==> config.mk <==
export PLATFORM = sky130hd
export DESIGN_NAME = uri_component_splitter
export DESIGN_NICKNAME = d
export VERILOG_FILES = /design/src/rtl/core/ucs_pkg.sv /design/src/rtl/core/ucs_front.sv /design/src/rtl/core/ucs_queue.sv /design/src/rtl/core/ucs_back.sv /design/src/rtl/core/uri_component_splitter.sv
export SDC_FILE = /design/constraint.sdc
export NUM_CORES = 2
export LEC_CHECK = 0
export CORE_AREA = 3 3 240 301
export CTS_BUF_LIST = sky130_fd_sc_hd__clkbuf_8
export DETAILED_ROUTE_END_ITERATION = 8
export DIE_AREA = 0 0 243 304
export DONT_BUFFER_PORTS = 1
export HOLD_SLACK_MARGIN = 0.1
export PLACE_DENSITY = 0.63
export SYNTH_ARGS = -nofsm -noshare
export SYNTH_HDL_FRONTEND = slang
export SYNTH_SLANG_ARGS = --single-unit
export TNS_END_PERCENT = 30
==> constraint.sdc <==
create_clock -name i_clk -period 15 [get_ports i_clk]
set_input_delay 3 -clock i_clk [delete_from_list [all_inputs] [get_ports i_clk]]
set_output_delay 3 -clock i_clk [all_outputs]
set_load 0.01 [all_outputs]
==> src/rtl/core/ucs_pkg.sv <==
// Shared types and constants for the URI component splitter.
package ucs_pkg;

    localparam int MAX_LEN = 4096;
    localparam int POS_W   = $clog2(MAX_LEN + 1);
    localparam int NKIND   = 9;

    localparam logic [7:0] CH_COLON = 8'h3A;
    localparam logic [7:0] CH_AT    = 8'h40;
    localparam logic [7:0] CH_SLASH = 8'h2F;
    localparam logic [7:0] CH_QUEST = 8'h3F;
    localparam logic [7:0] CH_HASH  = 8'h23;
    localparam logic [7:0] CH_PLUS  = 8'h2B;
    localparam logic [7:0] CH_MINUS = 8'h2D;
    localparam logic [7:0] CH_DOT   = 8'h2E;

    localparam logic [3:0] K_SCHEME = 4'd0;
    localparam logic [3:0] K_AUTH   = 4'd1;
    localparam logic [3:0] K_USER   = 4'd2;
    localparam logic [3:0] K_PASS   = 4'd3;
    localparam logic [3:0] K_HOST   = 4'd4;
    localparam logic [3:0] K_PORT   = 4'd5;
    localparam logic [3:0] K_PATH   = 4'd6;
    localparam logic [3:0] K_QUERY  = 4'd7;
    localparam logic [3:0] K_FRAG   = 4'd8;

    typedef enum logic [2:0] {
        PH_FIRST, PH_SCHEME, PH_AFTER, PH_SLASH1,
        PH_AUTH, PH_PATH, PH_QUERY, PH_FRAG
    } t_phase;

    typedef struct packed {
        logic [7:0] char_byte;
        logic       last_char;
    } t_in;

    typedef struct packed {
        logic [3:0]  component_kind;
        logic [11:0] span_start;
        logic [12:0] span_length;
        logic [15:0] port_number;
        logic        too_long;
        logic        last_span;
    } t_out;

    // one finished URI, handed from parser to emitter
    typedef struct packed {
        logic [NKIND-1:0] mask;
        logic [POS_W-1:0] sch_e;
        logic [POS_W-1:0] auth_s;
        logic [POS_W-1:0] auth_e;
        logic [POS_W-1:0] path_s;
        logic [POS_W-1:0] path_e;
        logic [POS_W-1:0] qry_s;
        logic [POS_W-1:0] qry_e;
        logic [POS_W-1:0] frag_s;
        logic [POS_W-1:0] len;
        logic             at_v;
        logic [POS_W-1:0] at_off;
        logic [POS_W-1:0] colon_off;
        logic             hc_v;
        logic [POS_W-1:0] hc_off;
        logic [15:0]      port;
        logic             ovf;
    } t_rec;

endpackage

==> src/rtl/core/ucs_front.sv <==
// Byte parser: tracks phase and offsets, builds one record per URI.
module ucs_front import ucs_pkg::*; (
    input  logic i_clk,
    input  logic i_rst_n,
    input  logic i_accept,
    input  t_in  i_data,
    output logic o_push,
    output t_rec o_rec
);

    t_phase           r_phase, n_phase;
    logic [POS_W-1:0] r_pos, n_pos;
    logic [POS_W-1:0] r_sch_e, n_sch_e, r_auth_s, n_auth_s, r_auth_e, n_auth_e;
    logic [POS_W-1:0] r_path_s, n_path_s, r_path_e, n_path_e;
    logic [POS_W-1:0] r_qry_s, n_qry_s, r_qry_e, n_qry_e, r_frag_s, n_frag_s;
    logic [POS_W-1:0] r_at, n_at, r_col, n_col, r_hc, n_hc;
    logic             r_at_v, n_at_v, r_col_v, n_col_v, r_hc_v, n_hc_v;
    logic [15:0]      r_port, n_port;
    logic             r_run, n_run;
    logic [NKIND-1:0] r_flags, n_flags;
    logic             r_ovf, n_ovf;

    logic [7:0]       c;
    logic [POS_W-1:0] p;
    logic             is_alpha, is_digit, do_begin, do_path;
    logic [POS_W-1:0] ps_val;
    logic [19:0]      acc10;
    logic             body, is_user, is_pass;

    assign c        = i_data.char_byte;
    assign p        = r_pos;
    assign is_alpha = (c >= 8'h41 && c <= 8'h5A) || (c >= 8'h61 && c <= 8'h7A);
    assign is_digit = c >= 8'h30 && c <= 8'h39;
    assign acc10    = 20'(r_port) * 20'd10 + 20'(c - 8'h30);

    always_comb begin
        n_phase = r_phase; n_pos = r_pos; n_sch_e = r_sch_e;
        n_auth_s = r_auth_s; n_auth_e = r_auth_e; n_path_s = r_path_s;
        n_path_e = r_path_e; n_qry_s = r_qry_s; n_qry_e = r_qry_e;
        n_frag_s = r_frag_s; n_at = r_at; n_col = r_col; n_hc = r_hc;
        n_at_v = r_at_v; n_col_v = r_col_v; n_hc_v = r_hc_v;
        n_port = r_port; n_run = r_run; n_flags = r_flags; n_ovf = r_ovf;
        do_begin = 1'b0; do_path = 1'b0; ps_val = r_path_s;
        o_push = 1'b0; o_rec = '0;
        body = 1'b0; is_user = 1'b0; is_pass = 1'b0;
        if (i_accept) begin
            if (r_pos >= POS_W'(MAX_LEN)) begin
                n_ovf = 1'b1;
            end else begin
                n_pos = r_pos + 1'b1;
                case (r_phase)
                    PH_FIRST: begin
                        if (is_alpha) n_phase = PH_SCHEME;
                        else do_begin = 1'b1;
                    end
                    PH_SCHEME: begin
                        if (c == CH_COLON) begin
                            n_sch_e = p; n_flags[K_SCHEME] = 1'b1; n_phase = PH_AFTER;
                        end else if (!(is_alpha || is_digit || c == CH_PLUS ||
                                       c == CH_MINUS || c == CH_DOT)) begin
                            do_path = 1'b1; ps_val = '0;
                        end
                    end
                    PH_AFTER: do_begin = 1'b1;
                    PH_SLASH1: begin
                        if (c == CH_SLASH) begin
                            n_auth_s = p + 1'b1; n_flags[K_AUTH] = 1'b1; n_phase = PH_AUTH;
                        end else begin
                            do_path = 1'b1; ps_val = r_path_s;
                        end
                    end
                    PH_AUTH: begin
                        if (c == CH_SLASH || c == CH_QUEST || c == CH_HASH) begin
                            n_auth_e = p; do_path = 1'b1; ps_val = p;
                        end else if (c == CH_AT && !r_at_v) begin
                            n_at_v = 1'b1; n_at = p; n_hc_v = 1'b0;
                            n_run = 1'b0; n_port = '0;
                        end else if (c == CH_COLON && !r_hc_v) begin
                            if (!r_col_v) begin
                                n_col_v = 1'b1; n_col = p;
                            end
                            n_hc_v = 1'b1; n_hc = p; n_run = 1'b1; n_port = '0;
                        end else if (c == CH_COLON && !r_col_v) begin
                            n_col_v = 1'b1; n_col = p; n_run = 1'b0;
                        end else if (r_run && is_digit) begin
                            n_port = (acc10 > 20'd65535) ? 16'hFFFF : acc10[15:0];
                        end else begin
                            n_run = 1'b0;
                        end
                    end
                    PH_QUERY: begin
                        if (c == CH_HASH) begin
                            n_qry_e = p; n_frag_s = p + 1'b1;
                            n_flags[K_FRAG] = 1'b1; n_phase = PH_FRAG;
                        end
                    end
                    default: ;
                endcase
                if (do_begin) begin
                    if (c == CH_SLASH) begin
                        n_path_s = p; n_phase = PH_SLASH1;
                    end else begin
                        do_path = 1'b1; ps_val = p;
                    end
                end
                if (do_path) begin
                    n_path_s = ps_val; n_flags[K_PATH] = 1'b1; n_phase = PH_PATH;
                end
                if (do_path || r_phase == PH_PATH) begin
                    if (c == CH_QUEST) begin
                        n_path_e = p; n_qry_s = p + 1'b1;
                        n_flags[K_QUERY] = 1'b1; n_phase = PH_QUERY;
                    end else if (c == CH_HASH) begin
                        n_path_e = p; n_frag_s = p + 1'b1;
                        n_flags[K_FRAG] = 1'b1; n_phase = PH_FRAG;
                    end
                end
            end
            if (i_data.last_char) begin
                // close the open component at the URI's end
                case (n_phase)
                    PH_SCHEME: begin
                        n_path_s = '0; n_path_e = n_pos; n_flags[K_PATH] = 1'b1;
                    end
                    PH_SLASH1: begin
                        n_path_e = n_pos; n_flags[K_PATH] = 1'b1;
                    end
                    PH_AUTH:  n_auth_e = n_pos;
                    PH_PATH:  n_path_e = n_pos;
                    PH_QUERY: n_qry_e  = n_pos;
                    default: ;
                endcase
                body    = n_flags[K_AUTH] && (n_auth_e > n_auth_s);
                is_user = body && n_at_v;
                is_pass = is_user && n_col_v && (n_col < n_at);
                o_push  = 1'b1;
                o_rec.mask = {n_flags[K_FRAG], n_flags[K_QUERY], n_flags[K_PATH],
                              body && n_hc_v, body, is_pass, is_user,
                              n_flags[K_AUTH], n_flags[K_SCHEME]};
                o_rec.sch_e = n_sch_e;   o_rec.auth_s = n_auth_s;
                o_rec.auth_e = n_auth_e; o_rec.path_s = n_path_s;
                o_rec.path_e = n_path_e; o_rec.qry_s = n_qry_s;
                o_rec.qry_e = n_qry_e;   o_rec.frag_s = n_frag_s;
                o_rec.len = n_pos;       o_rec.at_v = n_at_v;
                o_rec.at_off = n_at;     o_rec.colon_off = n_col;
                o_rec.hc_v = n_hc_v;     o_rec.hc_off = n_hc;
                o_rec.port = n_port;     o_rec.ovf = n_ovf;
                n_phase = PH_FIRST; n_pos = '0; n_sch_e = '0; n_auth_s = '0;
                n_auth_e = '0; n_path_s = '0; n_path_e = '0; n_qry_s = '0;
                n_qry_e = '0; n_frag_s = '0; n_at = '0; n_col = '0; n_hc = '0;
                n_at_v = 1'b0; n_col_v = 1'b0; n_hc_v = 1'b0; n_port = '0;
                n_run = 1'b0; n_flags = '0; n_ovf = 1'b0;
            end
        end
    end

    always_ff @(posedge i_clk) begin
        if (!i_rst_n) begin
            r_phase <= PH_FIRST; r_pos <= '0; r_sch_e <= '0; r_auth_s <= '0;
            r_auth_e <= '0; r_path_s <= '0; r_path_e <= '0; r_qry_s <= '0;
            r_qry_e <= '0; r_frag_s <= '0; r_at <= '0; r_col <= '0; r_hc <= '0;
            r_at_v <= 1'b0; r_col_v <= 1'b0; r_hc_v <= 1'b0; r_port <= '0;
            r_run <= 1'b0; r_flags <= '0; r_ovf <= 1'b0;
        end else begin
            r_phase <= n_phase; r_pos <= n_pos; r_sch_e <= n_sch_e;
            r_auth_s <= n_auth_s; r_auth_e <= n_auth_e; r_path_s <= n_path_s;
            r_path_e <= n_path_e; r_qry_s <= n_qry_s; r_qry_e <= n_qry_e;
            r_frag_s <= n_frag_s; r_at <= n_at; r_col <= n_col; r_hc <= n_hc;
            r_at_v <= n_at_v; r_col_v <= n_col_v; r_hc_v <= n_hc_v;
            r_port <= n_port; r_run <= n_run; r_flags <= n_flags; r_ovf <= n_ovf;
        end
    end

endmodule

==> src/rtl/core/ucs_queue.sv <==
// Two-entry record queue between parser and emitter.
module ucs_queue import ucs_pkg::*; (
    input  logic i_clk,
    input  logic i_rst_n,
    input  logic i_push,
    input  t_rec i_rec,
    input  logic i_pop,
    output logic o_full,
    output logic o_valid,
    output t_rec o_head
);

    t_rec       r_mem [2];
    logic       r_wp, r_rp;
    logic [1:0] r_cnt;

    assign o_full  = r_cnt == 2'd2;
    assign o_valid = r_cnt != 2'd0;
    assign o_head  = r_mem[r_rp];

    always_ff @(posedge i_clk) begin
        if (i_push) r_mem[r_wp] <= i_rec;
    end

    always_ff @(posedge i_clk) begin
        if (!i_rst_n) begin
            r_wp <= 1'b0; r_rp <= 1'b0; r_cnt <= '0;
        end else begin
            if (i_push) r_wp <= ~r_wp;
            if (i_pop) r_rp <= ~r_rp;
            r_cnt <= r_cnt + 2'(i_push) - 2'(i_pop);
        end
    end

endmodule

==> src/rtl/core/ucs_back.sv <==
// Emitter: walks the component mask of the head record, one result per cycle while the output is not stalled.
module ucs_back import ucs_pkg::*; (
    input  logic i_clk,
    input  logic i_rst_n,
    input  logic i_q_valid,
    input  t_rec i_head,
    output logic o_pop,
    output logic o_valid,
    input  logic i_stall,
    output t_out o_data
);

    logic [NKIND-1:0] r_done, n_done;
    logic [NKIND-1:0] rem;
    logic [3:0]       sel;
    logic             advance, single;
    logic             r_ovld, n_ovld;
    t_out             r_out, n_out;
    logic [POS_W-1:0] st, hb, he;

    assign rem     = i_head.mask & ~r_done;
    assign single  = (rem & (rem - 1'b1)) == '0;
    assign advance = !r_ovld || !i_stall;
    assign o_valid = r_ovld;
    assign o_data  = r_out;

    always_comb begin
        sel = K_FRAG;
        for (int i = NKIND - 1; i >= 0; i--) begin
            if (rem[i]) sel = 4'(i);
        end
    end

    always_comb begin
        hb = i_head.at_v ? i_head.at_off + 1'b1 : i_head.auth_s;
        he = i_head.hc_v ? i_head.hc_off : i_head.auth_e;
        n_out = r_out;
        n_out.port_number = '0;
        n_out.component_kind = sel;
        n_out.too_long = i_head.ovf;
        n_out.last_span = single;
        st = '0;
        case (sel)
            K_SCHEME: begin st = '0; n_out.span_length = i_head.sch_e; end
            K_AUTH: begin
                st = i_head.auth_s; n_out.span_length = i_head.auth_e - i_head.auth_s;
            end
            K_USER: begin
                st = i_head.auth_s;
                n_out.span_length = (i_head.mask[K_PASS] ? i_head.colon_off
                                                          : i_head.at_off) - i_head.auth_s;
            end
            K_PASS: begin
                st = i_head.colon_off + 1'b1;
                n_out.span_length = i_head.at_off - i_head.colon_off - 1'b1;
            end
            K_HOST: begin st = hb; n_out.span_length = he - hb; end
            K_PORT: begin
                st = i_head.hc_off + 1'b1;
                n_out.span_length = i_head.auth_e - i_head.hc_off - 1'b1;
                n_out.port_number = i_head.port;
            end
            K_PATH: begin
                st = i_head.path_s; n_out.span_length = i_head.path_e - i_head.path_s;
            end
            K_QUERY: begin
                st = i_head.qry_s; n_out.span_length = i_head.qry_e - i_head.qry_s;
            end
            default: begin
                st = i_head.frag_s; n_out.span_length = i_head.len - i_head.frag_s;
            end
        endcase
        n_out.span_start = st[11:0];

        n_done = r_done;
        n_ovld = r_ovld && i_stall;
        o_pop  = 1'b0;
        if (advance && i_q_valid) begin
            n_ovld = rem != '0;
            if (single) begin
                o_pop = 1'b1; n_done = '0;
            end else begin
                n_done = r_done | (NKIND'(1) << sel);
            end
        end
    end

    always_ff @(posedge i_clk) begin
        if (advance) r_out <= n_out;
    end

    always_ff @(posedge i_clk) begin
        if (!i_rst_n) begin
            r_ovld <= 1'b0; r_done <= '0;
        end else begin
            r_ovld <= n_ovld; r_done <= n_done;
        end
    end

    a_kind_range: assert property (@(posedge i_clk) disable iff (!i_rst_n)
        r_ovld |-> r_out.component_kind <= K_FRAG)
        else $error("kind out of range");
    a_more_follow: assert property (@(posedge i_clk) disable iff (!i_rst_n)
        r_ovld && !r_out.last_span |=> r_ovld)
        else $error("URI results cut short");
    a_kind_order: assert property (@(posedge i_clk) disable iff (!i_rst_n)
        r_ovld && !i_stall && !r_out.last_span |=>
        r_out.component_kind > $past(r_out.component_kind))
        else $error("results out of kind order");

endmodule

==> src/rtl/core/uri_component_splitter.sv <==
// Top level of the URI component splitter: parser, record queue, emitter.
// Takes one byte per cycle unless stalled; a non-last byte only advances the parser.
// The last byte pushes a record into the queue; the emitter reads the head record and
// registers its results, one result per cycle while the output is not stalled.
// Input stalls only when both record queue entries are full.
// Synchronous active-low reset returns the parser to the scheme start and empties the queue.
module uri_component_splitter import ucs_pkg::*; (
    input  logic i_clk,
    input  logic i_rst_n,
    input  logic i_valid,
    output logic o_stall,
    input  t_in  i_data,
    output logic o_valid,
    input  logic i_stall,
    output t_out o_data
);

    logic q_full, q_valid, push, pop;
    t_rec rec, head;

    assign o_stall = q_full;

    ucs_front u_front (
        .i_clk(i_clk), .i_rst_n(i_rst_n), .i_accept(i_valid && !q_full),
        .i_data(i_data), .o_push(push), .o_rec(rec)
    );

    ucs_queue u_queue (
        .i_clk(i_clk), .i_rst_n(i_rst_n), .i_push(push), .i_rec(rec),
        .i_pop(pop), .o_full(q_full), .o_valid(q_valid), .o_head(head)
    );

    ucs_back u_back (
        .i_clk(i_clk), .i_rst_n(i_rst_n), .i_q_valid(q_valid), .i_head(head),
        .o_pop(pop), .o_valid(o_valid), .i_stall(i_stall), .o_data(o_data)
    );

endmodule
==> out/results.ini <==
[synth]
synth_compound_area_frac = 0.1591
syn_area_mm2 = 0.03469
ys_types = 98
ys_warn_count = 0
ys_seq_area_frac = 0.4746
synth_xor_area_frac = 0.04342
async_flop_share = 0
syn_area_per_cell_um2 = 10.33
synthFlopType = edfxtp_1
synthSimpleGateAreaFrac = 0.1384
synthesis.nets = 3547
synth_cells = 3359
synth_mux_area_frac = 0.08209
synth_top_family_by_area = compound AO/OA/AOI/OAI gates
synth-seq-cells = 615
synthAdderAreaFrac = 0.06507
synth_edf_count = 415

[sta]
max_freq_ghz = 0.1358
setup-violations-final = 0
slew_violations = 0
timing.final.ws_setup_ps = 7635
skew_ps = 48.19
period_needed_ps = 7365
rsz0062_at_grt = no
period_share = 0.4910
hold_viol_final = 0
tns_ps = 0
relSlewSlack = 0.1718
fin_worst_hold_slack_ps = 452.6
worst_pin_slew_ps = 1234

[clock_network]
clock-sinks = 615
clockBufferDepth = 3
cts_tree = done
clkTransAtPathRegs_ps = 70
cts_made_buffers = 97
clkLatencyLatePin_ps = 740
cts_resized = 0
cts_root_buf = clkbuf_8
holdBufCountCts = 0
cts_setup_buffers = 0
cts_max_level = 3

[min_path]
hold_class = reg2reg

[critical_path]
critPathMaxFanout = 15
crit_type = in2reg
cp-start-kind = input port
required_ps = 15510
cp-end-kind = flip-flop
path_cells = inv_1, ha_1, o21ai_0, nor2_1, o21ai_1, a32oi_2, o21a_2, a211oi_2, and2_4, mux2i_1, ha_1, nor2b_1, o21a_1, o21a_1, o211ai_1, a21oi_1, o21ai_0, a21boi_0, nor2b_1, nor3b_1
critPathSlowestCell = a21boi_0
critical_path.max_stage_delay_ps = 750
arrival_ps = 7880

[drt]
drtIter0Drc = 2527
wl_per_cell_um = 27.63
drc_errors = 0
highest_layer = met4
vias = 26960
met3_length_mm = 9.311
routed_via_density = 6.198
wl_mm = 120.1
ant_nets = 0
dr.pass1.iters = 6
routed-wl-met2_mm = 55.41
wl_met1_mm = 48.45

[final_layout]
fin_nets = 3516
multi_input_area_mm2 = 0.01701
area_growth_syn_to_layout_pct = 8.552
fill_cells = 6292
seq_area_mm2 = 0.01647
drive_gt1_frac = 0.09587

[placement]
gp_congestion = 0.9425
dpl.hpwl_mm = 89.86
place_ws_ps = 7116
io_buffer_count = 0

[outcome]
status = complete, no violations

[die]
die_w_um = 243
die_y_um = 304
start_util = 0.4995
rows = 108
dieArea_mm2 = 0.07387
core-area_mm2 = 0.06946
ios = 62

[grt]
grt_pass1_vias = 25770
track_usage = 0.3171
antenna_found_initial = 2
grt_pass1_wl_mm = 172.7
grt_overflow = 0
grt_max_degree = 137

[flow_run]
drv_cap = 0

[power]
power.density_mw_per_mm2 = 104.7
ir_worst_vdd_mv = 0.08792
p_leak_nw = 13.50

-- per-stage QoR --
stage,instances,power [mW],util,area [µm²]
finish,4349,3.942,0.5422,37660
CTS,4346,3.965,0.5421,37650
floorplan,3359,2.267,-,34690
global placement,4164,2.430,0.5120,35560
detailed placement,4164,2.434,0.5120,35560
global route,4347,4.086,0.5421,37650
-- power by group --
| group | switching (mW) | total (mW) | internal [mW] |
|---|---|---|---|
| sequential | 0.0322 | 1.90 | 1.87 |
| clock | 0.703 | 1.53 | 0.832 |
| combinational | 0.349 | 0.509 | 0.160 |
| total | 1.08 | 3.94 | 2.86 |
-- kinds of logic (layout without fill, tap and decap cells) --
| group | Yosys count | after routing |
|---|---|---|
| buf+inv | 305 | 357 |
| compound gates | 822 | 822 |
| mux | 276 | 276 |
| other cells | 0 | 3 |
| xor+xnor | 172 | 172 |
| flops | 615 | 615 |
| fa+ha+maj | 175 | 175 |
| simple gates | 994 | 994 |
-- worst paths after layout --
kind	from	end	slack [ps]	cells past startpoint
setup / recovery	i_data[5]	u_queue.r_mem[1][178]	7640	20
hold / removal	u_front.r_qry_e[12]	u_front.r_qry_e[12]	450	2
setup reg to reg	flip-flop	u_back.o_data[30]	8200	18
hold reg to reg	u_front.r_qry_e[12]	u_front.r_qry_e[12]	450	2
-- cells in the mapped netlist (104+ instances only) --
cell type  count  share of area
nor2b_1      119          0.021
inv_1        108          0.012
dfxtp_1      200           0.12
nand2_1      231          0.025
clkbuf_1     133          0.014
nor2_1       317          0.034
a22oi_1      104          0.023
ha_1         166          0.060
edfxtp_1     415           0.36
a21oi_1      192          0.028
mux2i_1      208          0.060
o21ai_0      158          0.023
xnor2_1      105          0.027
-- critical path: cells and delay by family --
kind | cells | cell delay, ps
compound gates | 11 | 2970
fa+ha+maj | 2 | 620
buf+inv | 1 | 60
mux | 1 | 140
simple gates | 5 | 1090
-- cells in the final DEF, fill, tap and decap left out, drive strengths merged, types with 43 or more instances in the layout --
master,Yosys,final
a211oi,43,43
and2,69,69
nor2b,119,119
a21oi,193,193
mux2i,208,208
inv,109,147
clkbuf,133,102
xnor2,105,105
nand3,46,46
nand2,231,231
ha,166,166
dfxtp,200,200
nor2,319,319
a22oi,105,105
xor2,67,67
buf,63,66
mux2,68,68
edfxtp,415,415
nor3,70,70
o21ai,163,163
-- registers in the layout (all words and copies together), names as in the netlist, 2 cells and up, named ones only --
signal            count
u_queue.r_mem       368
u_back.o_data        47
u_front.r_port       16
u_front.p            13
u_front.r_at         13
u_front.r_auth_e     13
u_front.r_auth_s     13
u_front.r_col        13
u_front.r_frag_s     13
u_front.r_hc         13
u_front.r_path_e     13
u_front.r_path_s     13
u_front.r_qry_e      13
u_front.r_qry_s      13
u_front.r_sch_e      13
u_back.r_done         9
u_front.r_flags       5
u_front.r_phase       3
u_queue.r_cnt         2
-- cell type report --
| type | instances | share of cell area |
|---|---|---|
| antenna | 3 | 0.0001994 |
| tap | 935 | 0.03107 |
| multi-input combinational | 2439 | 0.4516 |
| clock buffer | 102 | 0.03728 |
| clock inverter | 80 | 0.01817 |
| sequential | 615 | 0.4374 |
| timing repair buffer | 66 | 0.01349 |
| inverter | 109 | 0.01086 |
-- metal layers --
layer	global-route usage	vias to the layer above
li1	-	12340
met5	0	-
met3	0.06284	249
met1	0.4066	13230
met2	0.5078	1135
met4	0.1686	0
Note: power is estimated with default switching activity, not from simulation.
